### config.mk
export PLATFORM = sky130hd
export DESIGN_NAME = indexed_sequence_store
export DESIGN_NICKNAME = d
export VERILOG_FILES = /design/src/rtl/isq_pkg.sv /design/src/rtl/indexed_sequence_store.sv /design/src/rtl/isq_ram.sv /design/src/rtl/isq_ctrl.sv
export SDC_FILE = /design/constraint.sdc
export NUM_CORES = 1
export LEC_CHECK = 0
export BUFFER_PORTS_ARGS = -buffer_cell sky130_fd_sc_hd__buf_2
export CELL_PAD_IN_SITES_DETAIL_PLACEMENT = 1
export CELL_PAD_IN_SITES_GLOBAL_PLACEMENT = 2
export CORE_UTILIZATION = 42
export DETAILED_ROUTE_END_ITERATION = 10
export HOLD_SLACK_MARGIN = 0.02
export PLACE_DENSITY_LB_ADDON = 0.15
export RECOVER_POWER = 50
export SETUP_SLACK_MARGIN = 0.2
export SYNTH_ARGS = -nofsm -noshare
export SYNTH_HDL_FRONTEND = slang
export SYNTH_SLANG_ARGS = --single-unit
export TNS_END_PERCENT = 30
### constraint.sdc
create_clock -name clk -period 3.65 [get_ports clk]
set_input_delay 0.73 -clock clk [delete_from_list [all_inputs] [get_ports clk]]
set_output_delay 0.73 -clock clk [all_outputs]
set_load 0.1 [all_outputs]
### src/rtl/isq_pkg.sv
package isq_pkg;

  // Default sizing of the store.
  localparam int unsigned CAPACITY_DEF   = 16;
  localparam int unsigned DATA_WIDTH_DEF = 32;

  // Fixed field widths on the ports.
  localparam int unsigned KIND_W   = 3;
  localparam int unsigned VALUE_W  = 32;
  localparam int unsigned POS_W    = 5;
  localparam int unsigned STATUS_W = 3;
  localparam int unsigned LEN_W    = 5;
  localparam int unsigned ENTRY_W  = 32;

  localparam int unsigned IN_TDATA_W  = 40;
  localparam int unsigned OUT_TDATA_W = 40;

  typedef enum logic [KIND_W-1:0] {
    KIND_APPEND    = 3'd0,
    KIND_INSERT    = 3'd1,
    KIND_OVERWRITE = 3'd2,
    KIND_REMOVE    = 3'd3,
    KIND_REMVAL    = 3'd4,
    KIND_DUMP      = 3'd5
  } kind_t;

  typedef enum logic [STATUS_W-1:0] {
    ST_OK       = 3'd0,
    ST_INDEX    = 3'd1,
    ST_EMPTY    = 3'd2,
    ST_NOTFOUND = 3'd3,
    ST_FULL     = 3'd4
  } status_t;

  typedef enum logic [3:0] {
    S_IDLE,
    S_DECODE,
    S_SHIFT,
    S_FINISH,
    S_SRCH_RD,
    S_SRCH_CMP,
    S_DUMP_RD,
    S_DUMP_OUT,
    S_RESULT
  } state_t;

  // One result beat handed from the sequencer to the output register.
  typedef struct packed {
    logic                valid;
    status_t             status;
    logic [LEN_W-1:0]    length;
    logic [ENTRY_W-1:0]  entry;
    logic                last;
  } res_t;

endpackage

### src/rtl/indexed_sequence_store.sv
// Channel | Beat fields (lowest bits first)                  | Marker
// in_     | tdata: value[31:0], position[36:32]; tuser: kind | -
// out_    | tdata: status[2:0], length[7:3], entry[39:8]     | tlast = last
//
// One operation at a time: in_tready is high only in the idle state. Insert
// and remove shift the moved entries one by one before a finish step, remove
// by value reads and compares each entry scanned, and dump reads and sends
// each entry. Each beat leaves through an output register, which a low
// out_tready backs up into the sequencer. Reset is synchronous, active low,
// empties the list and idles the sequencer and output register, not the RAM.
module indexed_sequence_store #(
  parameter int unsigned CAPACITY   = isq_pkg::CAPACITY_DEF,
  parameter int unsigned DATA_WIDTH = isq_pkg::DATA_WIDTH_DEF
) (
  input  logic                                clk,
  input  logic                                rst_n,
  input  logic                                in_tvalid,
  output logic                                in_tready,
  // value[31:0], position[36:32], zero padding[39:37]
  input  logic [isq_pkg::IN_TDATA_W-1:0]      in_tdata,
  // kind[2:0]
  input  logic [isq_pkg::KIND_W-1:0]          in_tuser,
  output logic                                out_tvalid,
  input  logic                                out_tready,
  // status[2:0], length[7:3], entry[39:8]
  output logic [isq_pkg::OUT_TDATA_W-1:0]     out_tdata,
  output logic                                out_tlast
);

  localparam int unsigned AW = $clog2(CAPACITY);

  isq_pkg::res_t res;
  logic          res_ready;

  logic                  mem_we;
  logic [AW-1:0]         mem_waddr;
  logic [DATA_WIDTH-1:0] mem_wdata;
  logic                  mem_re;
  logic [AW-1:0]         mem_raddr;
  logic [DATA_WIDTH-1:0] mem_rdata;

  logic                             out_valid_r;
  logic [isq_pkg::OUT_TDATA_W-1:0]  out_data_r;
  logic                             out_last_r;

  isq_ctrl #(
    .CAPACITY   (CAPACITY),
    .DATA_WIDTH (DATA_WIDTH)
  ) u_ctrl (
    .clk       (clk),
    .rst_n     (rst_n),
    .in_valid  (in_tvalid),
    .in_ready  (in_tready),
    .in_kind   (isq_pkg::kind_t'(in_tuser)),
    .in_value  (signed'(in_tdata[isq_pkg::VALUE_W-1:0])),
    .in_pos    (in_tdata[isq_pkg::VALUE_W +: isq_pkg::POS_W]),
    .res       (res),
    .res_ready (res_ready),
    .mem_we    (mem_we),
    .mem_waddr (mem_waddr),
    .mem_wdata (mem_wdata),
    .mem_re    (mem_re),
    .mem_raddr (mem_raddr),
    .mem_rdata (mem_rdata)
  );

  isq_ram #(
    .DEPTH (CAPACITY),
    .WIDTH (DATA_WIDTH)
  ) u_ram (
    .clk   (clk),
    .we    (mem_we),
    .waddr (mem_waddr),
    .wdata (mem_wdata),
    .re    (mem_re),
    .raddr (mem_raddr),
    .rdata (mem_rdata)
  );

  // The output register takes a new beat whenever it is empty or being drained.
  assign res_ready = !out_valid_r || out_tready;

  always_ff @(posedge clk) begin
    if (!rst_n) begin
      out_valid_r <= 1'b0;
    end else if (res.valid && res_ready) begin
      out_valid_r <= 1'b1;
    end else if (out_tready) begin
      out_valid_r <= 1'b0;
    end
  end

  always_ff @(posedge clk) begin
    if (res.valid && res_ready) begin
      out_data_r <= {res.entry, res.length, res.status};
      out_last_r <= res.last;
    end
  end

  assign out_tvalid = out_valid_r;
  assign out_tdata  = out_data_r;
  assign out_tlast  = out_last_r;

endmodule

### src/rtl/isq_ram.sv
module isq_ram #(
  parameter int unsigned DEPTH = isq_pkg::CAPACITY_DEF,
  parameter int unsigned WIDTH = isq_pkg::DATA_WIDTH_DEF
) (
  input  logic                     clk,
  input  logic                     we,
  input  logic [$clog2(DEPTH)-1:0] waddr,
  input  logic [WIDTH-1:0]         wdata,
  input  logic                     re,
  input  logic [$clog2(DEPTH)-1:0] raddr,
  output logic [WIDTH-1:0]         rdata
);

  logic [WIDTH-1:0] mem [DEPTH];

  always_ff @(posedge clk) begin
    if (we) begin
      mem[waddr] <= wdata;
    end
  end

  // Read data is registered and holds until the next read.
  always_ff @(posedge clk) begin
    if (re) begin
      rdata <= mem[raddr];
    end
  end

endmodule

### src/rtl/isq_ctrl.sv
module isq_ctrl #(
  parameter int unsigned CAPACITY   = isq_pkg::CAPACITY_DEF,
  parameter int unsigned DATA_WIDTH = isq_pkg::DATA_WIDTH_DEF
) (
  input  logic                            clk,
  input  logic                            rst_n,
  input  logic                            in_valid,
  output logic                            in_ready,
  input  isq_pkg::kind_t                  in_kind,
  input  logic signed [isq_pkg::VALUE_W-1:0] in_value,
  input  logic [isq_pkg::POS_W-1:0]       in_pos,
  output isq_pkg::res_t                   res,
  input  logic                            res_ready,
  output logic                            mem_we,
  output logic [$clog2(CAPACITY)-1:0]     mem_waddr,
  output logic [DATA_WIDTH-1:0]           mem_wdata,
  output logic                            mem_re,
  output logic [$clog2(CAPACITY)-1:0]     mem_raddr,
  input  logic [DATA_WIDTH-1:0]           mem_rdata
);

  localparam int unsigned AW = $clog2(CAPACITY);
  localparam int unsigned CW = $clog2(CAPACITY + 1);
  localparam int unsigned PW = (CW > isq_pkg::POS_W) ? CW : isq_pkg::POS_W;

  isq_pkg::state_t  state_r, state_nxt;
  isq_pkg::kind_t   kind_r, kind_nxt;
  isq_pkg::status_t status_r, status_nxt;
  logic [DATA_WIDTH-1:0]     val_r, val_nxt;
  logic [isq_pkg::POS_W-1:0] pos_r, pos_nxt;
  logic [CW-1:0]             count_r, count_nxt;
  logic [AW-1:0]             i_r, i_nxt;
  logic [AW-1:0]             tgt_r, tgt_nxt;
  logic [AW-1:0]             wa_r, wa_nxt;
  logic                      ins_r, ins_nxt;
  logic                      pend_r, pend_nxt;

  logic empty, full, pos_gt_n, pos_ge_n, last_idx, more, match;
  logic [AW-1:0] src_idx;

  assign empty    = (count_r == '0);
  assign full     = (count_r == CW'(CAPACITY));
  assign pos_gt_n = (PW'(pos_r) > PW'(count_r));
  assign pos_ge_n = (PW'(pos_r) >= PW'(count_r));
  assign last_idx = ((CW'(i_r) + CW'(1)) == count_r);
  // Insert moves entries up toward the target; remove pulls them down, working up to the tail.
  assign more     = ins_r ? (i_r != tgt_r) : !last_idx;
  assign src_idx  = ins_r ? (i_r - AW'(1)) : (i_r + AW'(1));
  assign match    = (mem_rdata == val_r);

  always_comb begin
    state_nxt = state_r;
    case (state_r)
      isq_pkg::S_IDLE: begin
        if (in_valid) state_nxt = isq_pkg::S_DECODE;
      end
      isq_pkg::S_DECODE: begin
        case (kind_r)
          isq_pkg::KIND_APPEND:
            state_nxt = full ? isq_pkg::S_RESULT : isq_pkg::S_SHIFT;
          isq_pkg::KIND_INSERT:
            state_nxt = (pos_gt_n || full) ? isq_pkg::S_RESULT : isq_pkg::S_SHIFT;
          isq_pkg::KIND_REMOVE:
            state_nxt = (empty || pos_ge_n) ? isq_pkg::S_RESULT : isq_pkg::S_SHIFT;
          isq_pkg::KIND_REMVAL:
            state_nxt = empty ? isq_pkg::S_RESULT : isq_pkg::S_SRCH_RD;
          isq_pkg::KIND_DUMP:
            state_nxt = empty ? isq_pkg::S_RESULT : isq_pkg::S_DUMP_RD;
          default:
            state_nxt = isq_pkg::S_RESULT;
        endcase
      end
      isq_pkg::S_SHIFT: begin
        if (!more) state_nxt = isq_pkg::S_FINISH;
      end
      isq_pkg::S_FINISH:   state_nxt = isq_pkg::S_RESULT;
      isq_pkg::S_SRCH_RD:  state_nxt = isq_pkg::S_SRCH_CMP;
      isq_pkg::S_SRCH_CMP: begin
        if (match) begin
          state_nxt = isq_pkg::S_SHIFT;
        end else if (last_idx) begin
          state_nxt = isq_pkg::S_RESULT;
        end else begin
          state_nxt = isq_pkg::S_SRCH_RD;
        end
      end
      isq_pkg::S_DUMP_RD:  state_nxt = isq_pkg::S_DUMP_OUT;
      isq_pkg::S_DUMP_OUT: begin
        if (res_ready) state_nxt = last_idx ? isq_pkg::S_IDLE : isq_pkg::S_DUMP_RD;
      end
      isq_pkg::S_RESULT: begin
        if (res_ready) state_nxt = isq_pkg::S_IDLE;
      end
      default: state_nxt = isq_pkg::S_IDLE;
    endcase
  end

  always_comb begin
    kind_nxt   = kind_r;
    status_nxt = status_r;
    val_nxt    = val_r;
    pos_nxt    = pos_r;
    count_nxt  = count_r;
    i_nxt      = i_r;
    tgt_nxt    = tgt_r;
    wa_nxt     = wa_r;
    ins_nxt    = ins_r;
    pend_nxt   = pend_r;
    in_ready   = 1'b0;
    mem_we     = 1'b0;
    mem_waddr  = '0;
    mem_wdata  = val_r;
    mem_re     = 1'b0;
    mem_raddr  = '0;
    res        = '0;
    res.length = isq_pkg::LEN_W'(count_r);
    case (state_r)
      isq_pkg::S_IDLE: begin
        in_ready = 1'b1;
        if (in_valid) begin
          kind_nxt = in_kind;
          val_nxt  = DATA_WIDTH'(in_value);
          pos_nxt  = in_pos;
        end
      end
      isq_pkg::S_DECODE: begin
        status_nxt = isq_pkg::ST_OK;
        pend_nxt   = 1'b0;
        case (kind_r)
          isq_pkg::KIND_APPEND: begin
            if (full) begin
              status_nxt = isq_pkg::ST_FULL;
            end else begin
              ins_nxt = 1'b1;
              i_nxt   = AW'(count_r);
              tgt_nxt = AW'(count_r);
            end
          end
          isq_pkg::KIND_INSERT: begin
            if (pos_gt_n) begin
              status_nxt = isq_pkg::ST_INDEX;
            end else if (full) begin
              status_nxt = isq_pkg::ST_FULL;
            end else begin
              ins_nxt = 1'b1;
              i_nxt   = AW'(count_r);
              tgt_nxt = AW'(pos_r);
            end
          end
          isq_pkg::KIND_OVERWRITE: begin
            if (empty) begin
              status_nxt = isq_pkg::ST_EMPTY;
            end else if (pos_ge_n) begin
              status_nxt = isq_pkg::ST_INDEX;
            end else begin
              mem_we    = 1'b1;
              mem_waddr = AW'(pos_r);
            end
          end
          isq_pkg::KIND_REMOVE: begin
            if (empty) begin
              status_nxt = isq_pkg::ST_EMPTY;
            end else if (pos_ge_n) begin
              status_nxt = isq_pkg::ST_INDEX;
            end else begin
              ins_nxt = 1'b0;
              i_nxt   = AW'(pos_r);
            end
          end
          isq_pkg::KIND_REMVAL, isq_pkg::KIND_DUMP: begin
            if (empty) begin
              status_nxt = isq_pkg::ST_EMPTY;
            end else begin
              i_nxt = '0;
            end
          end
          default: ;
        endcase
      end
      isq_pkg::S_SHIFT: begin
        // Read of one entry overlaps with the write of the one read before it.
        if (pend_r) begin
          mem_we    = 1'b1;
          mem_waddr = wa_r;
          mem_wdata = mem_rdata;
        end
        if (more) begin
          mem_re    = 1'b1;
          mem_raddr = src_idx;
          wa_nxt    = i_r;
          i_nxt     = src_idx;
          pend_nxt  = 1'b1;
        end else begin
          pend_nxt  = 1'b0;
        end
      end
      isq_pkg::S_FINISH: begin
        if (ins_r) begin
          mem_we    = 1'b1;
          mem_waddr = tgt_r;
          count_nxt = count_r + CW'(1);
        end else begin
          count_nxt = count_r - CW'(1);
        end
      end
      isq_pkg::S_SRCH_RD, isq_pkg::S_DUMP_RD: begin
        mem_re    = 1'b1;
        mem_raddr = i_r;
      end
      isq_pkg::S_SRCH_CMP: begin
        if (match) begin
          ins_nxt  = 1'b0;
          pend_nxt = 1'b0;
        end else if (last_idx) begin
          status_nxt = isq_pkg::ST_NOTFOUND;
        end else begin
          i_nxt = i_r + AW'(1);
        end
      end
      isq_pkg::S_DUMP_OUT: begin
        res.valid  = 1'b1;
        res.status = isq_pkg::ST_OK;
        res.entry  = isq_pkg::ENTRY_W'(mem_rdata);
        res.last   = last_idx;
        if (res_ready) i_nxt = i_r + AW'(1);
      end
      isq_pkg::S_RESULT: begin
        res.valid  = 1'b1;
        res.status = status_r;
        res.last   = 1'b1;
      end
      default: ;
    endcase
  end

  always_ff @(posedge clk) begin
    if (!rst_n) begin
      state_r <= isq_pkg::S_IDLE;
      count_r <= '0;
      pend_r  <= 1'b0;
    end else begin
      state_r <= state_nxt;
      count_r <= count_nxt;
      pend_r  <= pend_nxt;
    end
  end

  always_ff @(posedge clk) begin
    kind_r   <= kind_nxt;
    status_r <= status_nxt;
    val_r    <= val_nxt;
    pos_r    <= pos_nxt;
    i_r      <= i_nxt;
    tgt_r    <= tgt_nxt;
    wa_r     <= wa_nxt;
    ins_r    <= ins_nxt;
  end

`ifndef SYNTHESIS
  a_count_bound: assert property (@(posedge clk) disable iff (!rst_n)
    count_r <= CW'(CAPACITY))
    else $error("list length exceeds capacity");

  a_no_port_clash: assert property (@(posedge clk) disable iff (!rst_n)
    (mem_we && mem_re) |-> (mem_waddr != mem_raddr))
    else $error("shift reads and writes the same entry in one cycle");

  a_idle_after_last: assert property (@(posedge clk) disable iff (!rst_n)
    (state_r != isq_pkg::S_IDLE && state_nxt == isq_pkg::S_IDLE)
      |-> (res.valid && res_ready && res.last))
    else $error("sequencer went idle without handing off the final beat");

  a_count_moves_at_finish: assert property (@(posedge clk) disable iff (!rst_n)
    ($past(rst_n) && !$stable(count_r)) |-> ($past(state_r) == isq_pkg::S_FINISH))
    else $error("length changed outside the finish step");
`endif

endmodule

# Yosys cells after proc, flatten, opt, wreduce, memory -nomap -nowiden
# Memories as Yosys holds them, arrays and structs flattened. A register that Yosys moved wholly into a read port is not among the register bits.
# Cells that the tools add are included.
# W data, S select, Z words.
totals:
  reg_bits: 108
  ramBits: 512
  input_bits: 47
  out_inout_bits: 43
  elab_cells: 157
  mem_count: 1
classes:
  n_addsub: 5
  n_lt_le_gt_ge: 2
  eq_ne: 35
  mux: 74
  reduce_logical: 25
mem_list:
  columns: ["memory", "depth", "word_bits", "read_ports", "rd_ports_with_merged_regs", "write_ports", "line", "text"]
  rows:
  - ["u_ram.mem", 16, 32, 1, 1, 1, "isq_ram.sv:14", "logic [WIDTH-1:0] mem [DEPTH];"]
ops:
  columns: ["cell", "n"]
  rows:
  - ["$mux W4", 30]
  - ["$mux W32", 2]
  - ["$pmux W4 S9", 1]
  - ["$eq A32 B32 Y1", 1]
  - ["$pmux W4 S4", 2]
  - ["$pmux W4 S2", 3]
  - ["$pmux W4 S5", 1]
  - ["$mux W1", 18]
  - ["$mux W3", 6]
  - ["$ne A2 B2 Y1 const B", 9]
  - ["$eq A4 B3 Y1 const B", 4]
  - ["$ne A3 B3 Y1 const B", 4]
  - ["$pmux W3 S4", 1]
  - ["$pmux W4 S3", 1]
  - ["$reduce_and A10 Y1", 1]
  - ["$pmux W1 S3", 3]
  - ["$eq A4 B2 Y1 const B", 2]
  - ["$eq A3 B2 Y1 const B", 2]
  - ["$eq A3 B3 Y1 const B", 2]
  - ["$ne A2 B1 Y1 const B", 3]
  - ["$pmux W1 S2", 3]
  - ["$pmux W3 S2", 1]
  - ["$reduce_and A2 Y1", 3]
  - ["$reduce_and A6 Y1", 1]
  - ["30 further kinds", 37]

# Logic depth before layout (Yosys ltp)
logic_depth:
  ltp_word: 7
  mapped_depth: 14
  depth_no_buf: 10

# Modules after synthesis
# A second synthesis with hierarchy kept.
unflattened:
  cells_unflattened: 1378
  hier_area_um2: 25937.4
by_module_without_submodules:
  columns: ["mod", "instances", "cells_each", "area_each_um2", "seq_area_each_um2"]
  rows:
  - ["isq_ram", 1, 838, 20155.6, 16335.7]
  - ["isq_ctrl", 1, 494, 4493.1, 1881.8]
  - ["indexed_sequence_store", 1, 46, 1288.7, 1251.2]

# Least setup slack after synthesis
# Ideal clock, no wire load.
synth_timing:
  kind: "reg2reg"
  start: "register u_ctrl.count_r[3]"
  end: "memory u_ram.mem[3][0] (netlist bit) (enable)"
  setup_time_ns: 0.421
  arrival_ns: 3.573
  required_time_ns: 3.229
  slack_ns: -0.344
  stages_incl_launch_ff: 11
  n_path_buf: 0
  period_less_slack_ns: 3.994
  path_cell_list: "dfxtp_1 > inv_1 > ha_1 > a21o_1 > a21oi_1 > o21ai_0 > nand2b_1 > and4bb_2 > a222oi_1 > or2_2 > nor2_1"
synth_between:
  elab_chain_cells: 7
  elab_cells_between_ends: 12
  cone_classes: "1 x order compare; 10 x mux; 1 x reduce/logical"
synth_rtl:
  columns: ["item", "line", "text"]
  rows:
  - ["from (decl)", "isq_ctrl.sv:31", "logic [CW-1:0] count_r, count_nxt;"]
  - ["from (signal assigned)", "isq_ctrl.sv:243", "count_r <= count_nxt;"]
  - ["$ge A5 B5 Y1", "isq_ctrl.sv:44", "assign pos_ge_n = (PW'(pos_r) >= PW'(count_r));"]
  - ["$mux W1", "isq_ctrl.sv:153", "end else if (pos_ge_n) begin"]
  - ["$mux W1", "isq_ctrl.sv:151", "if (empty) begin"]
  - ["$mux W1", "isq_ctrl.sv:129", "case (kind_r)"]
  - ["$pmux W1 S3", "isq_ctrl.sv:117", "case (state_r)"]
  - ["$mux W1", "isq_ram.sv:17", "if (we) begin"]
  - ["$mux W1 (not written as such)", "isq_ram.sv:18", "mem[waddr] <= wdata;"]
  - ["to (decl)", "isq_ram.sv:14", null]
# Parallel ways exist; a longest one is shown, timed or not.

# Worst setup path after layout
layout_timing:
  start: "register u_ctrl.i_r[0]"
  end: "register u_ram.rdata[30] (read register of u_ram.mem) (data pin)"
layout_between:
  elab_chain_cells: 6
  elab_cells_between_ends: 12
  cone_classes: "3 x add/sub; 2 x eq/ne; 6 x mux; 1 x reduce/logical"
layout_rtl:
  columns: ["item", "line", "text"]
  rows:
  - ["from (decl)", "isq_ctrl.sv:32", "logic [AW-1:0] i_r, i_nxt;"]
  - ["from (signal assigned)", "isq_ctrl.sv:253", "i_r <= i_nxt;"]
  - ["$add A4 B1 Y5", "isq_ctrl.sv:45", "assign last_idx = ((CW'(i_r) + CW'(1)) == count_r);"]
  - ["$eq A5 B5 Y1", "isq_ctrl.sv:45", null]
  - ["$logic_not A1 Y1", "isq_ctrl.sv:47", "assign more = ins_r ? (i_r != tgt_r) : !last_idx;"]
  - ["$mux W1", "isq_ctrl.sv:47", null]
  - ["$mux W4 / $mux W1 (equally long branches)", "isq_ctrl.sv:187", "if (more) begin"]
  - ["$pmux W4 S2 / $pmux W1 S2 (equally long branches)", "isq_ctrl.sv:117", null]
  - ["to (decl)", "isq_ram.sv:11", "output logic [WIDTH-1:0] rdata"]
# Parallel ways exist; a longest one is shown, timed or not.
# A chain may end at the register's enable or synchronous reset.

==> qor.tcl <==
set qor(multiInputGateArea_sq_mm) 0.00677
set qor(cts_inserted_buffers) 70
set qor(tritoncts) {built}
set qor(synth-edff-count) 641
set qor(rsz0062_at_grt) {yes}
set qor(failed_checks) {capacitance limit, slew limit}
set qor(outcome) {finished, violations left}
set qor(synth_flop_cell) {edfxtp_1}
set qor(remaining_global_route_overflow) 0
set qor(number_of_vias_in_the_routed_layout) 14840
set qor(drc) 0
set qor(detail_route.vias_per_cell) 5.58
set qor(fin_worst_hold_slack_ns) 0.296
set qor(mostFrequentLayoutCell) {edfxtp_1}
set qor(postSynthAreaPerCell_sq_um) 17.0
set qor(worst_setup_path_start_kind) {flip-flop}
set qor(timing.critical_path.arrival_ns) 3.72
set qor(floorplan.die.width_um) 253
set qor(synth_xor_xnor_area_share_pct) 1.65
set qor(gp_congestion) 0.779
set qor(highest_count_cells_in_the_layout_ignoring_fill_and_taps) {edfxtp_1, mux2i_1, clkbuf_16}
set qor(crit-reg2reg-capture) {u_ram.rdata[30]}
set qor(wire_length_of_the_first_global_routing_pass_mm) 104
set qor(mappedNetlistArea_sq_mm) 0.0265
set qor(antenna_violations_before_repair) 1
set qor(criticalPathCategory) {reg -> reg}
set qor(fillerInstances) 5792
set qor(clock_tree.htree_level_count) 3
set qor(timing.fmax_mhz) 297
set qor(cts_sinks) 652
set qor(regToRegStartpoint) {u_ctrl.i_r[0]}
set qor(detailedRoute.firstIterationViolations) 1036
set qor(firstDrtPassIters) 7
set qor(row_count) 91
set qor(timing.reg2reg.setup_slack_ns) 0.28
set qor(powerDensity_mw_per_mm2) 518
set qor(layout_cell_share_with_drive_strength_beyond_1_pct) 18.9
set qor(yosys.cell_types.count) 70
set qor(critical_path_capture_point) {u_ram.rdata[30]}
set qor(timing.final.setup_violations) 0
set qor(clock-skew-final_ns) 0.0211
set qor(flow.area_growth_from_synthesis_pct) 18.9
set qor(crit_fanout) 27
set qor(io_buffers) 86
set qor(dieArea_sq_mm) 0.0641
set qor(finish.instance_area_sq_mm) 0.0315
set qor(post-route-min-period_ns) 3.37
set qor(totalPowerFinal_mw) 16.3
set qor(m1WireLength_mm) 32.9
set qor(cts.root.buffer_cell) {clkbuf_16}
set qor(synth_simple_gate_area_share_pct) 5.16
set qor(detailed_place_hpwl_mm) 43.0
set qor(global_route_usage_sum_pct) 22.7
set qor(fraction_of_the_mapped_netlist_area_in_compound_gates_pct) 5.70
set qor(initial_core_utilization_pct) 42.7
set qor(postRouteAntennaNets) 0
set qor(post-route-worst-setup-slack_ns) 0.282
set qor(critical-path-slowest-cell) {edfxtp_1}
set qor(synth.mux.area_fraction_pct) 11.6
set qor(synth_top_family_by_area) {multiplexers}
set qor(worst_skew_pair.late_latency_ns) 0.61
set qor(worst_ep_required_time_ns) 4.00
set qor(route.top_layer_used) {met4}
set qor(maxCapViolCount) 1
set qor(fin_crit_sh_pct) 92.3
set qor(number_of_slew_limit_violations_in_the_final_report) 41
set qor(crit_path_max_incr_delay_ns) 0.46
set qor(cp-end-kind) {flip-flop}
set qor(die_height_um) 253
set qor(ff_latch_area_sq_mm) 0.0195
set qor(routed_wirelength_mm) 72.6
set qor(core-area_sq_mm) 0.0621
set qor(grt_max_degree) 68
set qor(ys_ff_latch) 652
set qor(tightest_slew_ns) 1.52
set qor(relSlewSlack_pct) -1.42
set qor(fin_nets) 1829
set qor(yosys_warnings) 0
set qor(first_global_vias) 15461
set qor(finalHoldViolCount) 0
set qor(clk_path_buf_depth) 3
set qor(worstPathCellList) {clkbuf_1 > xnor2_1 > nand4_1 > a22o_1 > a221o_4 > buf_12 > clkbuf_16 > mux2_1 > nor2_1 > a211oi_1 > or3_1}
set qor(depth_of_the_worst_register_to_register_path) 11
set qor(detailed_place.area_sq_mm) 0.0291
set qor(critPathLaunch) {u_ctrl.i_r[0]}
set qor(cts.clk_slew.worst_paths_ns) 0.06
set qor(synth_fa_ha_area_share_pct) 0.548
set qor(async_s_r_ff_share_synth_pct) 0
set qor(totalNegativeSetupSlack_ns) 0
set qor(yosysSeqAreaShare_pct) 73.5
set qor(worst_hold_path_type) {in -> reg}
set qor(wl_met2_mm) 35.7
set qor(synthesis.instances) 1554
set qor(min_delay_path_depth) 1
set qor(route.met3.wl_mm) 2.96
set qor(worst_ir_drop_vdd_mv) 0.377
set qor(dp_slack_ns) 0.113
set qor(route.detailed.wl_per_inst_um) 27.3
set qor(design.portCount) 90
set qor(synth_fp_nets) 1612
set qor(p_leak_nw) 10.0
## stage by stage
stage	util [%]	instances
floorplan	-	1554
global placement	46.8	2517
detailed placement	46.8	2517
CTS	50.4	2644
global route	50.7	2659
finish	50.7	2660
## state kept, by name, summed over array words and instances, names as in the netlist, 5 cells and up
signal	cells
u_ram.mem	512
u_ctrl.count_r	5
out_tdata	40
u_ctrl.val_r	32
u_ctrl.pos_r	5
u_ram.rdata	32
## worst min-delay path by stage
stage / endpoint / slack (ns) / start
floorplan: u_ctrl.wa_r[3] / 0.42 / u_ctrl.i_r[3]
finish: u_ctrl.val_r[9] / 0.30 / in_tdata[9]
global route: u_ctrl.val_r[10] / 0.28 / in_tdata[10]
global placement: u_ctrl.pend_r / 0.50 / u_ctrl.pend_r
CTS: u_ctrl.val_r[1] / 0.26 / in_tdata[1]
detailed placement: u_ctrl.pend_r / 0.50 / u_ctrl.pend_r
## critical path: cells and delay by family, from the launching register on
| kind | cells | cell delay [ns] |
|---|---|---|
| AO/OA/AOI/OAI | 3 | 0.75 |
| AND/OR/NAND/NOR | 3 | 0.70 |
| buffers and inverters | 3 | 0.59 |
| flip-flops | 1 | 0.46 |
| multiplexers | 1 | 0.34 |
| XOR/XNOR | 1 | 0.25 |
## cell usage after synthesis, types with 4 or more instances
cell type    n  area (sq um)
or3_1       63           394
buf_2        8          40.0
mux2_1      28           315
edfxtp_1   641         19200
nor2b_1      7          43.8
a22oi_1     36           270
nand3_1      9          45.0
o21ai_0     18          90.1
nand2_1     31           116
buf_4       18           135
nand2b_1    11          68.8
mux2_2      59           664
a222oi_1     4          40.0
nor3_1       9          45.0
dfxtp_1     11           220
xnor2_1     13           114
a21oi_1     15          75.1
buf_6        9           101
nor2_1      34           128
a22o_1       4          35.0
a21o_1       5          37.5
inv_1       15          56.3
clkbuf_1    42           158
mux2_4      11           165
nor4_1      10          62.6
and3_1       4          25.0
o221ai_1     4          35.0
o211ai_1    35           263
ha_1        10           125
o22ai_1     64           400
xor2_1      35           307
or2_2        4          25.0
and2_1      42           263
mux2i_1    192          1920
## timing repair
action / in CTS / in global routing
setup buffers: 4 / 9
pin swaps: 1 / 5
gates cloned: 0 / 6
hold buffers: 0 / 0
gates resized for setup: 0 / 19
endpoints found under the setup margin: 58 / 478
## cell type report
cell class | count | area share (%)
clock buffers | 85 | 5.81
multi-input cells | 808 | 21.5
clock inverters | 38 | 1.03
inverters | 15 | 0.179
diodes | 1 | 0.00795
repair buffers | 224 | 6.35
well taps | 837 | 3.33
flip-flops and latches | 652 | 61.8
## metal layers
layer	GRT usage, %	up-vias
met5	0	-
met4	5.37	0
met3	3.02	77
met2	38.0	308
met1	31.4	7848
li1	-	6607
## power by group
group	switching (mW)	internal (mW)	total, mW
sequential	0.0683	8.44	8.51
clock	2.87	3.92	6.79
combinational	0.734	0.271	1.01
total	3.67	12.6	16.3
## cells by family after synthesis
group           Yosys count
compound gates          218
buf+inv                  94
mux                     290
flops                   652
simple gates            240
xor+xnor                 49
fa+ha+maj                11
(Power assumes the default switching activity.)
